**config.mk**
```make
export PLATFORM = sky130hd
export DESIGN_NAME = stereo_peak_rms_meter
export DESIGN_NICKNAME = d
export VERILOG_FILES = /design/src/sv/spm_pkg.sv /design/src/sv/spm_mul.sv /design/src/sv/spm_root.sv /design/src/sv/stereo_peak_rms_meter.sv
export VERILOG_INCLUDE_DIRS = /design/src /design/src/sv
export SDC_FILE = /design/constraint.sdc
export NUM_CORES = 2
export LEC_CHECK = 0
export BUFFER_PORTS_ARGS = -buffer_cell sky130_fd_sc_hd__buf_2
export CAP_MARGIN = 20
export CORE_AREA = 2 2 291 293
export CTS_BUF_LIST = sky130_fd_sc_hd__clkbuf_4 sky130_fd_sc_hd__clkbuf_8
export DETAILED_ROUTE_END_ITERATION = 6
export DIE_AREA = 0 0 293 295
export PLACE_DENSITY = 0.88
export SKIP_CTS_REPAIR_TIMING = 1
export SYNTH_ARGS = -nofsm -noshare
export SYNTH_HDL_FRONTEND = slang
export SYNTH_SLANG_ARGS = --single-unit
export TNS_END_PERCENT = 50
```
**constraint.sdc**
```tcl
create_clock -name clk -period 20.4 [get_ports clk]
set_clock_uncertainty 0.1 [all_clocks]
set_input_delay 4.08 -clock clk [delete_from_list [all_inputs] [get_ports clk]]
set_output_delay 4.08 -clock clk [all_outputs]
set_load 0.05 [all_outputs]
```
**src/sv/assert_macros.svh**
```systemverilog
// Assertion macros used by the top-level RTL file.
`ifndef ASSERT_MACROS_SVH
`define ASSERT_MACROS_SVH

// Same-cycle implication, checked on every rising edge outside reset.
`define ASSERT_SAME(label, ante, cons, msg) \
  label: assert property (@(posedge clk) disable iff (rst) (ante) |-> (cons)) \
    else $error(msg);

// Next-cycle implication, checked on every rising edge outside reset.
`define ASSERT_NEXT(label, ante, cons, msg) \
  label: assert property (@(posedge clk) disable iff (rst) (ante) |=> (cons)) \
    else $error(msg);

`endif

```
**src/sv/spm_pkg.sv**
```systemverilog
// Types and constants of the stereo peak and RMS level meter.
package spm_pkg;

  localparam int SAMPLE_BITS   = 24;
  localparam int MAX_BLOCK_DEF = 4096;

  localparam int MAG_W  = SAMPLE_BITS;       // magnitude, up to 2^(SAMPLE_BITS-1)
  localparam int PEAK_W = SAMPLE_BITS - 1;   // saturated magnitude
  localparam int PROD_W = 2 * MAG_W;
  localparam int GAIN_W = 16;
  localparam int AGE_W  = 8;

  localparam logic [PEAK_W-1:0] PEAK_MAX = '1;
  localparam logic [AGE_W-1:0]  AGE_MAX  = '1;

  localparam logic [AGE_W-1:0]  HOLD_BLOCKS_RST = 8'd40;
  localparam logic [GAIN_W-1:0] DECAY_GAIN_RST  = 16'd62259;

  localparam int CFG_IDX_W  = 1;
  localparam int CFG_DATA_W = 16;

  localparam logic [CFG_IDX_W-1:0] REG_HOLD_BLOCKS = 1'b0;
  localparam logic [CFG_IDX_W-1:0] REG_DECAY_GAIN  = 1'b1;

  typedef struct packed {
    logic signed [SAMPLE_BITS-1:0] left_sample;
    logic signed [SAMPLE_BITS-1:0] right_sample;
    logic                          last_in_block;
  } in_item_t;

  typedef struct packed {
    logic [PEAK_W-1:0] peak_left;
    logic [PEAK_W-1:0] peak_right;
    logic [PEAK_W-1:0] rms_left;
    logic [PEAK_W-1:0] rms_right;
    logic [PEAK_W-1:0] hold_left;
    logic [PEAK_W-1:0] hold_right;
  } out_item_t;

endpackage

```
**src/sv/spm_mul.sv**
```systemverilog
// Shared unsigned multiplier with a registered product.
module spm_mul
  import spm_pkg::*;
(
  input  logic              clk,
  input  logic [MAG_W-1:0]  op_a,
  input  logic [MAG_W-1:0]  op_b,
  output logic [PROD_W-1:0] prod
);

  always_ff @(posedge clk) begin
    prod <= op_a * op_b;
  end

endmodule

```
**src/sv/spm_root.sv**
```systemverilog
// Iterative unit: restoring division of a sum by a count, then integer square root.
module spm_root
  import spm_pkg::*;
#(
  parameter int MAX_BLOCK = MAX_BLOCK_DEF
) (
  input  logic                                   clk,
  input  logic                                   rst,
  input  logic                                   start,
  input  logic [2*SAMPLE_BITS+$clog2(MAX_BLOCK)-1:0] dividend,
  input  logic [$clog2(MAX_BLOCK+1)-1:0]         divisor,
  output logic                                   done,
  output logic [PEAK_W-1:0]                      root
);

  localparam int SUM_W  = 2 * SAMPLE_BITS + $clog2(MAX_BLOCK);
  localparam int CNT_W  = $clog2(MAX_BLOCK + 1);
  localparam int QUO_W  = 2 * SAMPLE_BITS - 1;   // a mean of squares never exceeds this
  localparam int RAD_W  = 2 * SAMPLE_BITS;
  localparam int SRT_W  = SAMPLE_BITS;
  localparam int SREM_W = SAMPLE_BITS + 2;
  localparam int STEP_W = $clog2(SUM_W + 1);

  typedef enum logic [2:0] {
    R_IDLE = 3'b001,
    R_DIV  = 3'b010,
    R_SQRT = 3'b100
  } rstate_t;

  rstate_t             rstate;
  logic [SUM_W-1:0]    dq;
  logic [CNT_W-1:0]    drem;
  logic [CNT_W-1:0]    dvsr;
  logic [STEP_W-1:0]   step;
  logic [RAD_W-1:0]    sx;
  logic [SREM_W-1:0]   srem;
  logic [SRT_W-1:0]    sroot;

  logic [CNT_W:0]      drem_sh;
  logic                div_ge;
  logic [CNT_W-1:0]    drem_next;
  logic [SUM_W-1:0]    dq_next;
  logic [SREM_W+1:0]   srem_sh;
  logic [SREM_W+1:0]   trial;
  logic                sq_ge;
  logic [SREM_W-1:0]   srem_next;
  logic [SRT_W-1:0]    sroot_next;

  // One quotient bit per cycle.
  assign drem_sh   = {drem, dq[SUM_W-1]};
  assign div_ge    = drem_sh >= {1'b0, dvsr};
  assign drem_next = div_ge ? CNT_W'(drem_sh - {1'b0, dvsr}) : drem_sh[CNT_W-1:0];
  assign dq_next   = {dq[SUM_W-2:0], div_ge};

  // One root bit per cycle, two radicand bits consumed.
  assign srem_sh    = {srem, sx[RAD_W-1 -: 2]};
  assign trial      = (SREM_W + 2)'({sroot, 2'b01});
  assign sq_ge      = srem_sh >= trial;
  assign srem_next  = sq_ge ? SREM_W'(srem_sh - trial) : srem_sh[SREM_W-1:0];
  assign sroot_next = {sroot[SRT_W-2:0], sq_ge};

  always_ff @(posedge clk) begin
    if (rst) begin
      rstate <= R_IDLE;
      done   <= 1'b0;
      step   <= '0;
    end else begin
      done <= 1'b0;
      case (rstate)
        R_IDLE: begin
          if (start) begin
            rstate <= R_DIV;
            step   <= '0;
          end
        end
        R_DIV: begin
          if (step == STEP_W'(SUM_W - 1)) begin
            rstate <= R_SQRT;
            step   <= '0;
          end else begin
            step <= step + 1'b1;
          end
        end
        R_SQRT: begin
          if (step == STEP_W'(SRT_W - 1)) begin
            rstate <= R_IDLE;
            done   <= 1'b1;
          end else begin
            step <= step + 1'b1;
          end
        end
        default: begin
          rstate <= R_IDLE;
        end
      endcase
    end
  end

  always_ff @(posedge clk) begin
    case (rstate)
      R_IDLE: begin
        if (start) begin
          dq   <= dividend;
          dvsr <= divisor;
          drem <= '0;
        end
      end
      R_DIV: begin
        dq   <= dq_next;
        drem <= drem_next;
        sx    <= RAD_W'(dq_next[QUO_W-1:0]);
        srem  <= '0;
        sroot <= '0;
      end
      R_SQRT: begin
        sx    <= {sx[RAD_W-3:0], 2'b00};
        srem  <= srem_next;
        sroot <= sroot_next;
        // The root can reach 2^(SAMPLE_BITS-1) only for the most negative sample.
        root  <= sroot_next[SRT_W-1] ? PEAK_MAX : sroot_next[PEAK_W-1:0];
      end
      default: begin
      end
    endcase
  end

endmodule

```
**src/sv/stereo_peak_rms_meter.sv**
```systemverilog
// Top level of the stereo peak and RMS level meter with shared peak hold.
// Usage:
// - Input channel in_valid/in_ready/in_data carries one stereo sample pair per
//   request, signed, with last_in_block marking the final pair of a block.
//   A block also closes by itself on its MAX_BLOCK-th pair.
// - Output channel out_valid/out_ready/out_data carries one result per block:
//   block peaks, RMS per channel and the held peaks after this block.
// - Configuration: cfg_write with cfg_addr selects hold_blocks (index 0) or
//   decay_gain (index 1); write only while the block is idle.
// Timing: a pair that does not close a block keeps in_ready low while it is
// squared and summed (S_SQ_L, S_SQ_R, S_ACC_R), so such pairs are never taken
// back to back. After a closing pair the next request waits for both RMS roots,
// the hold update and, when the held peaks decay, the decay products; the result
// turns valid as in_ready rises again. Most of this wait is spent in the
// bit-serial divide and square root unit, which runs once per channel. The
// shared multiplier forms the squares and the decay products.
// Reset clears all block accumulators, held peaks and the hold age, and loads
// hold_blocks = 40 and decay_gain = 62259. A finished result sits in an output
// register; while the receiver stalls, the block still accepts and sums the
// next pairs and only waits if a second block ends before the first result
// has been taken.
`include "assert_macros.svh"

module stereo_peak_rms_meter
  import spm_pkg::*;
#(
  parameter int MAX_BLOCK = MAX_BLOCK_DEF
) (
  input  logic                  clk,
  input  logic                  rst,
  input  logic                  in_valid,
  output logic                  in_ready,
  input  in_item_t              in_data,
  output logic                  out_valid,
  input  logic                  out_ready,
  output out_item_t             out_data,
  input  logic                  cfg_write,
  input  logic [CFG_IDX_W-1:0]  cfg_addr,
  input  logic [CFG_DATA_W-1:0] cfg_wdata
);

  localparam int SUM_W = 2 * SAMPLE_BITS + $clog2(MAX_BLOCK);
  localparam int CNT_W = $clog2(MAX_BLOCK + 1);

  // Sequencer states, one-hot.
  typedef enum logic [10:0] {
    S_IDLE  = 11'b00000000001,
    S_SQ_L  = 11'b00000000010,
    S_SQ_R  = 11'b00000000100,
    S_ACC_R = 11'b00000001000,
    S_RMS_L = 11'b00000010000,
    S_RMS_R = 11'b00000100000,
    S_HOLD  = 11'b00001000000,
    S_DEC_L = 11'b00010000000,
    S_DEC_R = 11'b00100000000,
    S_DEC_W = 11'b01000000000,
    S_OUT   = 11'b10000000000
  } state_t;

  state_t              state;
  logic [AGE_W-1:0]    hold_blocks;
  logic [GAIN_W-1:0]   decay_gain;

  logic [MAG_W-1:0]    mag_left;
  logic [MAG_W-1:0]    mag_right;
  logic                last_pair;
  logic [PEAK_W-1:0]   run_peak_left;
  logic [PEAK_W-1:0]   run_peak_right;
  logic [SUM_W-1:0]    sum_sq_left;
  logic [SUM_W-1:0]    sum_sq_right;
  logic [CNT_W-1:0]    pair_count;
  logic [PEAK_W-1:0]   held_left;
  logic [PEAK_W-1:0]   held_right;
  logic [AGE_W-1:0]    hold_age;
  logic [PEAK_W-1:0]   rms_left;
  logic [PEAK_W-1:0]   rms_right;
  logic                decay_now;

  logic                in_accept;
  logic [MAG_W-1:0]    mag_in_left;
  logic [MAG_W-1:0]    mag_in_right;
  logic [PEAK_W-1:0]   sat_in_left;
  logic [PEAK_W-1:0]   sat_in_right;

  logic [MAG_W-1:0]    mul_a;
  logic [MAG_W-1:0]    mul_b;
  logic [PROD_W-1:0]   prod;
  logic [PEAK_W-1:0]   prod_decayed;

  logic                root_start;
  logic [SUM_W-1:0]    root_dividend;
  logic                root_done;
  logic [PEAK_W-1:0]   root;

  logic                block_end;
  logic                raise_left;
  logic                raise_right;
  logic [AGE_W-1:0]    age_base;
  logic [AGE_W-1:0]    age_next;
  logic                out_free;

  assign in_ready  = (state == S_IDLE);
  assign in_accept = in_valid && in_ready;
  assign out_free  = !out_valid || out_ready;

  // Two's-complement magnitude; the most negative sample gives 2^(SAMPLE_BITS-1),
  // which is squared exactly but saturates for the peaks.
  assign mag_in_left  = in_data.left_sample[SAMPLE_BITS-1]
                        ? MAG_W'(~in_data.left_sample + 1'b1)
                        : MAG_W'(in_data.left_sample);
  assign mag_in_right = in_data.right_sample[SAMPLE_BITS-1]
                        ? MAG_W'(~in_data.right_sample + 1'b1)
                        : MAG_W'(in_data.right_sample);
  assign sat_in_left  = mag_in_left[MAG_W-1]  ? PEAK_MAX : mag_in_left[PEAK_W-1:0];
  assign sat_in_right = mag_in_right[MAG_W-1] ? PEAK_MAX : mag_in_right[PEAK_W-1:0];

  // Operand selection for the shared multiplier: squares of the pair, or the
  // held peaks times the decay gain.
  always_comb begin
    mul_a = mag_left;
    mul_b = mag_left;
    case (state)
      S_SQ_L: begin
        mul_a = mag_left;
        mul_b = mag_left;
      end
      S_SQ_R: begin
        mul_a = mag_right;
        mul_b = mag_right;
      end
      S_DEC_L: begin
        mul_a = MAG_W'(held_left);
        mul_b = MAG_W'(decay_gain);
      end
      S_DEC_R: begin
        mul_a = MAG_W'(held_right);
        mul_b = MAG_W'(decay_gain);
      end
      default: begin
        mul_a = mag_left;
        mul_b = mag_left;
      end
    endcase
  end

  assign prod_decayed = prod[GAIN_W +: PEAK_W];

  spm_mul u_mul (
    .clk  (clk),
    .op_a (mul_a),
    .op_b (mul_b),
    .prod (prod)
  );

  // The left root starts as the block closes, the right one as the left ends.
  assign block_end     = last_pair || (pair_count == CNT_W'(MAX_BLOCK));
  assign root_start    = ((state == S_ACC_R) && block_end) ||
                         ((state == S_RMS_L) && root_done);
  assign root_dividend = (state == S_ACC_R) ? sum_sq_left : sum_sq_right;

  spm_root #(
    .MAX_BLOCK (MAX_BLOCK)
  ) u_root (
    .clk      (clk),
    .rst      (rst),
    .start    (root_start),
    .dividend (root_dividend),
    .divisor  (pair_count),
    .done     (root_done),
    .root     (root)
  );

  // Hold update: a larger block peak raises the held peak and restarts the
  // shared age, which then counts this block and saturates.
  assign raise_left  = run_peak_left > held_left;
  assign raise_right = run_peak_right > held_right;
  assign age_base    = (raise_left || raise_right) ? '0 : hold_age;
  assign age_next    = (age_base == AGE_MAX) ? AGE_MAX : age_base + 1'b1;

  always_ff @(posedge clk) begin
    if (rst) begin
      state          <= S_IDLE;
      out_valid      <= 1'b0;
      hold_blocks    <= HOLD_BLOCKS_RST;
      decay_gain     <= DECAY_GAIN_RST;
      run_peak_left  <= '0;
      run_peak_right <= '0;
      sum_sq_left    <= '0;
      sum_sq_right   <= '0;
      pair_count     <= '0;
      held_left      <= '0;
      held_right     <= '0;
      hold_age       <= '0;
      decay_now      <= 1'b0;
    end else begin
      if (cfg_write) begin
        case (cfg_addr)
          REG_HOLD_BLOCKS: hold_blocks <= cfg_wdata[AGE_W-1:0];
          REG_DECAY_GAIN:  decay_gain  <= cfg_wdata[GAIN_W-1:0];
          default: begin
          end
        endcase
      end

      // A new result replaces a taken one in the same cycle.
      if ((state == S_OUT) && out_free) begin
        out_valid <= 1'b1;
      end else if (out_ready) begin
        out_valid <= 1'b0;
      end

      case (state)
        S_IDLE: begin
          if (in_accept) begin
            if (sat_in_left > run_peak_left) begin
              run_peak_left <= sat_in_left;
            end
            if (sat_in_right > run_peak_right) begin
              run_peak_right <= sat_in_right;
            end
            pair_count <= pair_count + 1'b1;
            state      <= S_SQ_L;
          end
        end
        S_SQ_L: begin
          state <= S_SQ_R;
        end
        S_SQ_R: begin
          sum_sq_left <= sum_sq_left + SUM_W'(prod);
          state       <= S_ACC_R;
        end
        S_ACC_R: begin
          sum_sq_right <= sum_sq_right + SUM_W'(prod);
          state        <= block_end ? S_RMS_L : S_IDLE;
        end
        S_RMS_L: begin
          if (root_done) begin
            state <= S_RMS_R;
          end
        end
        S_RMS_R: begin
          if (root_done) begin
            state <= S_HOLD;
          end
        end
        S_HOLD: begin
          if (raise_left) begin
            held_left <= run_peak_left;
          end
          if (raise_right) begin
            held_right <= run_peak_right;
          end
          hold_age  <= age_next;
          decay_now <= age_next > hold_blocks;
          state     <= (age_next > hold_blocks) ? S_DEC_L : S_OUT;
        end
        S_DEC_L: begin
          state <= S_DEC_R;
        end
        S_DEC_R: begin
          held_left <= prod_decayed;
          state     <= S_DEC_W;
        end
        S_DEC_W: begin
          held_right <= prod_decayed;
          state      <= S_OUT;
        end
        S_OUT: begin
          // Waits here only if the previous result has not yet been taken.
          if (out_free) begin
            run_peak_left  <= '0;
            run_peak_right <= '0;
            sum_sq_left    <= '0;
            sum_sq_right   <= '0;
            pair_count     <= '0;
            state          <= S_IDLE;
          end
        end
        default: begin
          state <= S_IDLE;
        end
      endcase
    end
  end

  // Payload registers. The output register only changes when a new result
  // is loaded, so a stalled result stays intact.
  always_ff @(posedge clk) begin
    if (in_accept) begin
      mag_left  <= mag_in_left;
      mag_right <= mag_in_right;
      last_pair <= in_data.last_in_block;
    end
    if ((state == S_RMS_L) && root_done) begin
      rms_left <= root;
    end
    if ((state == S_RMS_R) && root_done) begin
      rms_right <= root;
    end
    if ((state == S_OUT) && out_free) begin
      out_data.peak_left  <= run_peak_left;
      out_data.peak_right <= run_peak_right;
      out_data.rms_left   <= rms_left;
      out_data.rms_right  <= rms_right;
      out_data.hold_left  <= held_left;
      out_data.hold_right <= held_right;
    end
  end

  // The divide and root unit reports only while the sequencer waits for it.
  `ASSERT_SAME(a_root_done_expected, root_done,
               (state == S_RMS_L) || (state == S_RMS_R),
               "root unit finished outside an RMS state")

  // A result is only formed for a block with at least one pair.
  `ASSERT_SAME(a_block_nonempty, state == S_OUT, pair_count != '0,
               "result stage reached with an empty block")

  // Without decay the hold update never lowers a held peak.
  `ASSERT_NEXT(a_hold_no_drop, (state == S_HOLD) && !(age_next > hold_blocks),
               (held_left >= $past(held_left)) && (held_right >= $past(held_right)),
               "held peak dropped without decay")

  // Decay is entered exactly when the hold stage decided it.
  `ASSERT_SAME(a_decay_path, state == S_DEC_L, decay_now,
               "decay sequence without a decay decision")

endmodule
```
=== Word-level counts from Yosys, hierarchy flattened ===
Index checks and enable logic that the tools add are counted.

* Bits in registers: 767
* Bits of input ports: 71
* Output and inout port bits: 140

* Add/subtract/negate cells: 9
* $mul: 1
* Order comparisons: 7
* Equality and inequality tests: 30
* Multiplexer cells: 53
* Bitwise gates (word level): 4
* Reduce and logical (&&, ||, !) cells: 35

{| class="wikitable"
|+ Operators by type and width
! operator !! count
|-
| case mux 60 bit (2 select lines) || 3
|-
| 2-to-1 mux 23 bit || 9
|-
| case mux 23 bit (2 select lines) || 4
|-
| 2-to-1 mux 60 bit || 3
|-
| case mux 11 bit (11 select lines) || 1
|-
| adder 60 x 48 -> 60 bit || 2
|-
| case mux 24 bit (2 select lines) || 2
|-
| case mux 48 bit (2 select lines) || 1
|-
| greater-than comparator 23 bit || 4
|-
| case mux 24 bit (3 select lines) || 1
|-
| 2-to-1 mux 11 bit || 5
|-
| 2-to-1 mux 13 bit || 4
|-
| case mux 13 bit (2 select lines) || 2
|-
| case mux 26 bit (2 select lines) || 1
|-
| adder 24 x 1 -> 24 bit (second input constant) || 2
|-
| multiplier 24 x 24 -> 48 bit || 1
|-
| 2-to-1 mux 24 bit || 2
|-
| NOT 24 bit || 2
|-
| >= comparator 28 x 26 -> 1 bit || 1
|-
| 2-to-1 mux 26 bit || 1
|-
| subtractor 26 bit || 1
|-
| 2-to-1 mux 6 bit || 3
|-
| case mux 6 bit (3 select lines) || 1
|-
| 2-to-1 mux 8 bit || 2
|-
| 40 further kinds || 81
|}

=== Longest topological paths before layout ===
* Word-level depth: 8
* Depth in mapped cells: 38
* Gate-level depth less buffers: 36

=== Modules after synthesis ===
Synthesis repeated with hierarchy kept, for this count alone.

* Cell total of the unflattened synthesis: 6405
* Area, all modules: 59280.6 um^2

{| class="wikitable"
|+ Modules (own cells, without submodules)
! module !! times used !! cells an instance !! area an instance (um^2) !! seq. area each (um^2)
|-
| stereo_peak_rms_meter || 1 || 3050 || 28204.6 || 12381.9
|-
| spm_mul || 1 || 2268 || 20135.6 || 960.9
|-
| spm_root || 1 || 1087 || 10940.5 || 6416.2
|}

=== Worst setup path after synthesis ===
Ideal clock, no wire load.

* Kind: register -> register
* Start: register state[0]
* End: register u_mul.prod[45]
* Library setup time: 0.072 ns
* Arrival time: 9.674 ns
* Required time: 20.228 ns
* Slack: 10.554 ns
* Cell stages (with the launch flop): 36
* Buffers on the path: 3
* Clock period less this slack: 9.846 ns
* Path through: dfxtp_1 nor4_1 and2_1 nand2_1 nor4b_1 or2_2 clkbuf_1 nor2_1 clkbuf_1 a21o_1 a21oi_1 clkbuf_1 nor2_1 fa_1 fa_1 inv_1 fa_1 fa_1 fa_1 inv_1 fa_1 inv_1 fa_1 inv_1 ha_1 a21o_1 a21o_1 a211o_1 a41oi_1 a21oi_1 a221o_1 a311o_1 a21boi_0 nor2_1 a41oi_1 xnor2_1

* Longest elaborated chain between the ends: 4

{| class="wikitable"
|+ RTL lines
! what !! line !! source
|-
| start: declaration || stereo_peak_rms_meter.sv:60 || <nowiki>state_t state;</nowiki>
|-
| start signal: assignment || stereo_peak_rms_meter.sv:234 || <nowiki>state <= block_end ? S_RMS_L : S_IDLE;</nowiki>
|-
| start signal: assignment || stereo_peak_rms_meter.sv:255 || <nowiki>state <= (age_next > hold_blocks) ? S_DEC_L : S_OUT;</nowiki>
|-
| == test 11 x 9 -> 1 bit / == test 11 x 8 -> 1 bit (equally long branches) || stereo_peak_rms_meter.sv:122 || <nowiki>case (state)</nowiki>
|-
| OR reduction 2 bit (no line) || - ||
|-
| case mux 24 bit (2 select lines) || stereo_peak_rms_meter.sv:122 ||
|-
| multiplier 24 x 24 -> 48 bit * || spm_mul.sv:12 || <nowiki>prod <= op_a * op_b;</nowiki>
|-
| end signal: assignment || spm_mul.sv:12 ||
|-
| end: declaration || spm_mul.sv:8 || <nowiki>output logic [PROD_W-1:0] prod</nowiki>
|}

Every way passes the cells marked *; elsewhere a longest branch is shown, timed or not.
A chain may end at the register's enable or synchronous reset.

=== Worst setup path in the final report ===
Same ends and word-level chain as after synthesis.

==> run summary <==
TritonCTS Buffers - 120
crit start category - flip-flop
H-tree levels - 3
grt total ovfl - 0
Final Hold Vio Count - 0
EDFF count, synth - 440
FF-to-FF End - u_mul.prod[45]
largest net degree at the start of global routing - 98
gpl congestion - 1.101
asr flop ratio synth - 0
Port Buffers - 210
Die W - 293 um
drt via density - 6.362
Yosys warning count - 0
Worst-Margin Slew - 1.381 ns
# fillers - 5,644
fin nets - 7,259
CP Buf/Inv Count - 6
top sig layer - met5
depth of the worst hold-timing path - 0
initial antenna violation count - 17
Top cell by count, worst path - fa_1
CTS root buffer - clkbuf_8
Worst Hold Path EP - out_data[46]
Crit. End Element - flip-flop
share of cells above drive strength 1 - 0.09570
setup TNS - 0 ns
Die Area - 86,440 um2
CTS tree - yes
Mapped Cells - 6,153
Final Max Tran Viols - 0
Worst Hold Launch - rms_right[0]
FF-to-FF Start - state[0]
routed wl met3 - 21,470 um
DRC Markers - 13
syn nets - 7,124
RSZ-0062 raised after global routing - no
Avg Cell Area, Syn - 9.425 um2
Reg2Reg Setup Slack - 7.97 ns
Final ANT Viol Nets - 0
Total Routing Usage GR - 0.4106
sequential area share after synthesis - 0.3407
crit path kind - reg -> reg
failing checks - design-rule violations
most common cell after layout, fill and taps aside - nand2_1
Post-Route WL - 177,500 um
worst stage delay on the critical path - 1.13 ns
area of the multi-input gates - 34,560 um2
worst hold path class - reg -> reg
Yosys reg bits - 767
crit-path leading delay family - adder cells
most frequent cells in the layout - 768 x nand2_1, 761 x inv_1, 670 x nor2_1, 485 x fa_1, 440 x edfxtp_1
count of cell types in the netlist - 85
Iter 0 DRT Violations - 5,526
Core ar. - 83,160 um2
Die H - 295 um
number of vias in the routed layout - 47.64k
fin crit period - 12.43 ns
cells on worst reg2reg path - 33
Starting Density - 0.6974
Clock Tree Buf Depth - 3
vias in the first global route - 46.74k
outcome - finished with violations
Crit-path slowest cell - a221oi_1
CP max FO - 50
post-DP HPWL - 132,700 um
global-route wire length before repair - 268,500 um
Worst-Skew Late Latency - 0.84 ns
Clock Sinks - 767
# IOs - 211
final worst path period share - 0.6095
Area Overhead vs Synth - 8.552%
Critical Path RT - 21.02 ns
Crit path arrival time - 13.06 ns
met2 routed WL - 76,810 um
FMAX - 0.08043 GHz
Slew headroom - 0.07921
FF/Latch Area - 19,760 um2
main flop type after synthesis - edfxtp_1
FP Rows - 106
synthesized cell area - 57,990 um2
M1 WL - 63,750 um
Final Setup Violations - 0
Worst-path clk slew - 0.06 ns
routed len/inst - 23.71 um
DRT Pass-1 Iters - 7
Max-cap violations - 0
-- metrics by stage --
stage / instances / hold slack [ns] / utilization / cell area (um2) / worst slack (ns)
finish: 7488 / 0.2936 / 0.7570 / 62950 / 7.967
global route: 7481 / 0.3109 / 0.7568 / 62940 / 7.577
CTS: 7469 / 0.2867 / 0.7552 / 62800 / 8.383
detailed placement: 7240 / 0.3045 / 0.7228 / 60110 / 8.476
global placement: 7238 / 0.3011 / 0.7225 / 60080 / 8.822
floorplan: 6153 / 0.3003 / - / 57990 / 10.55
-- cells by family after synthesis --
group / synth area share
buffers and inverters: 0.06714
flip-flops: 0.3407
adder cells (fa/ha/maj): 0.2570
XOR/XNOR: 0.03549
AO/OA/AOI/OAI: 0.1232
multiplexers: 0.02895
AND/OR/NAND/NOR: 0.1475
-- how the worst max path moves through the flow --
stage | startpoint | endpoint | slack (ns) | cells past startpoint
3_5_place_dp | state[0] | u_mul.prod[45] | 8.48 | 33
5_1_grt | state[0] | u_mul.prod[45] | 7.58 | 33
4_1_cts | state[0] | u_mul.prod[45] | 8.38 | 33
6_report | state[0] | u_mul.prod[45] | 7.97 | 33
2_1_floorplan | state[0] | u_mul.prod[45] | 10.55 | 35
3_3_place_gp | state[0] | u_mul.prod[45] | 8.82 | 33
-- state kept, by name, indices dropped and copies added (netlist names), 24 cells and up --
name          count
u_root.sroot     24
u_root.srem      26
u_mul.prod       48
u_root.sx        48
sum_sq_left      60
mag_left         24
u_root.dq        60
out_data        138
mag_right        24
sum_sq_right     60
-- cells in the mapped netlist, types with 87 or more instances --
cell type,instances,share of area
nand2_1,770,0.050
inv_1,763,0.049
nor2_1,675,0.044
fa_1,485,0.17
edfxtp_1,440,0.23
ha_1,415,0.090
dfxtp_1,327,0.11
a21oi_1,285,0.025
clkbuf_1,238,0.015
o21ai_0,221,0.019
xnor2_1,164,0.025
mux2i_1,143,0.025
a21o_1,140,0.018
nand3_1,87,0.0075
-- routing by layer --
layer | vias up | global-route usage
li1 | 20970 | -
met3 | 884 | 0.1180
met5 | - | 0
met2 | 3014 | 0.6236
met4 | 8 | 0.2909
met1 | 22760 | 0.5076
-- area by class of cell --
cell class / count / area share
timing repair buffer: 280 / 0.02649
sequential: 767 / 0.3139
clock buffer: 173 / 0.03444
tap: 1080 / 0.02147
inverter: 766 / 0.04583
clock inverter: 56 / 0.008387
multi-input combinational: 4353 / 0.5490
antenna: 13 / 0.0005168
Power is not shown: default switching activity piles up to over one toggle a cycle in this logic, so the estimate is an artifact.
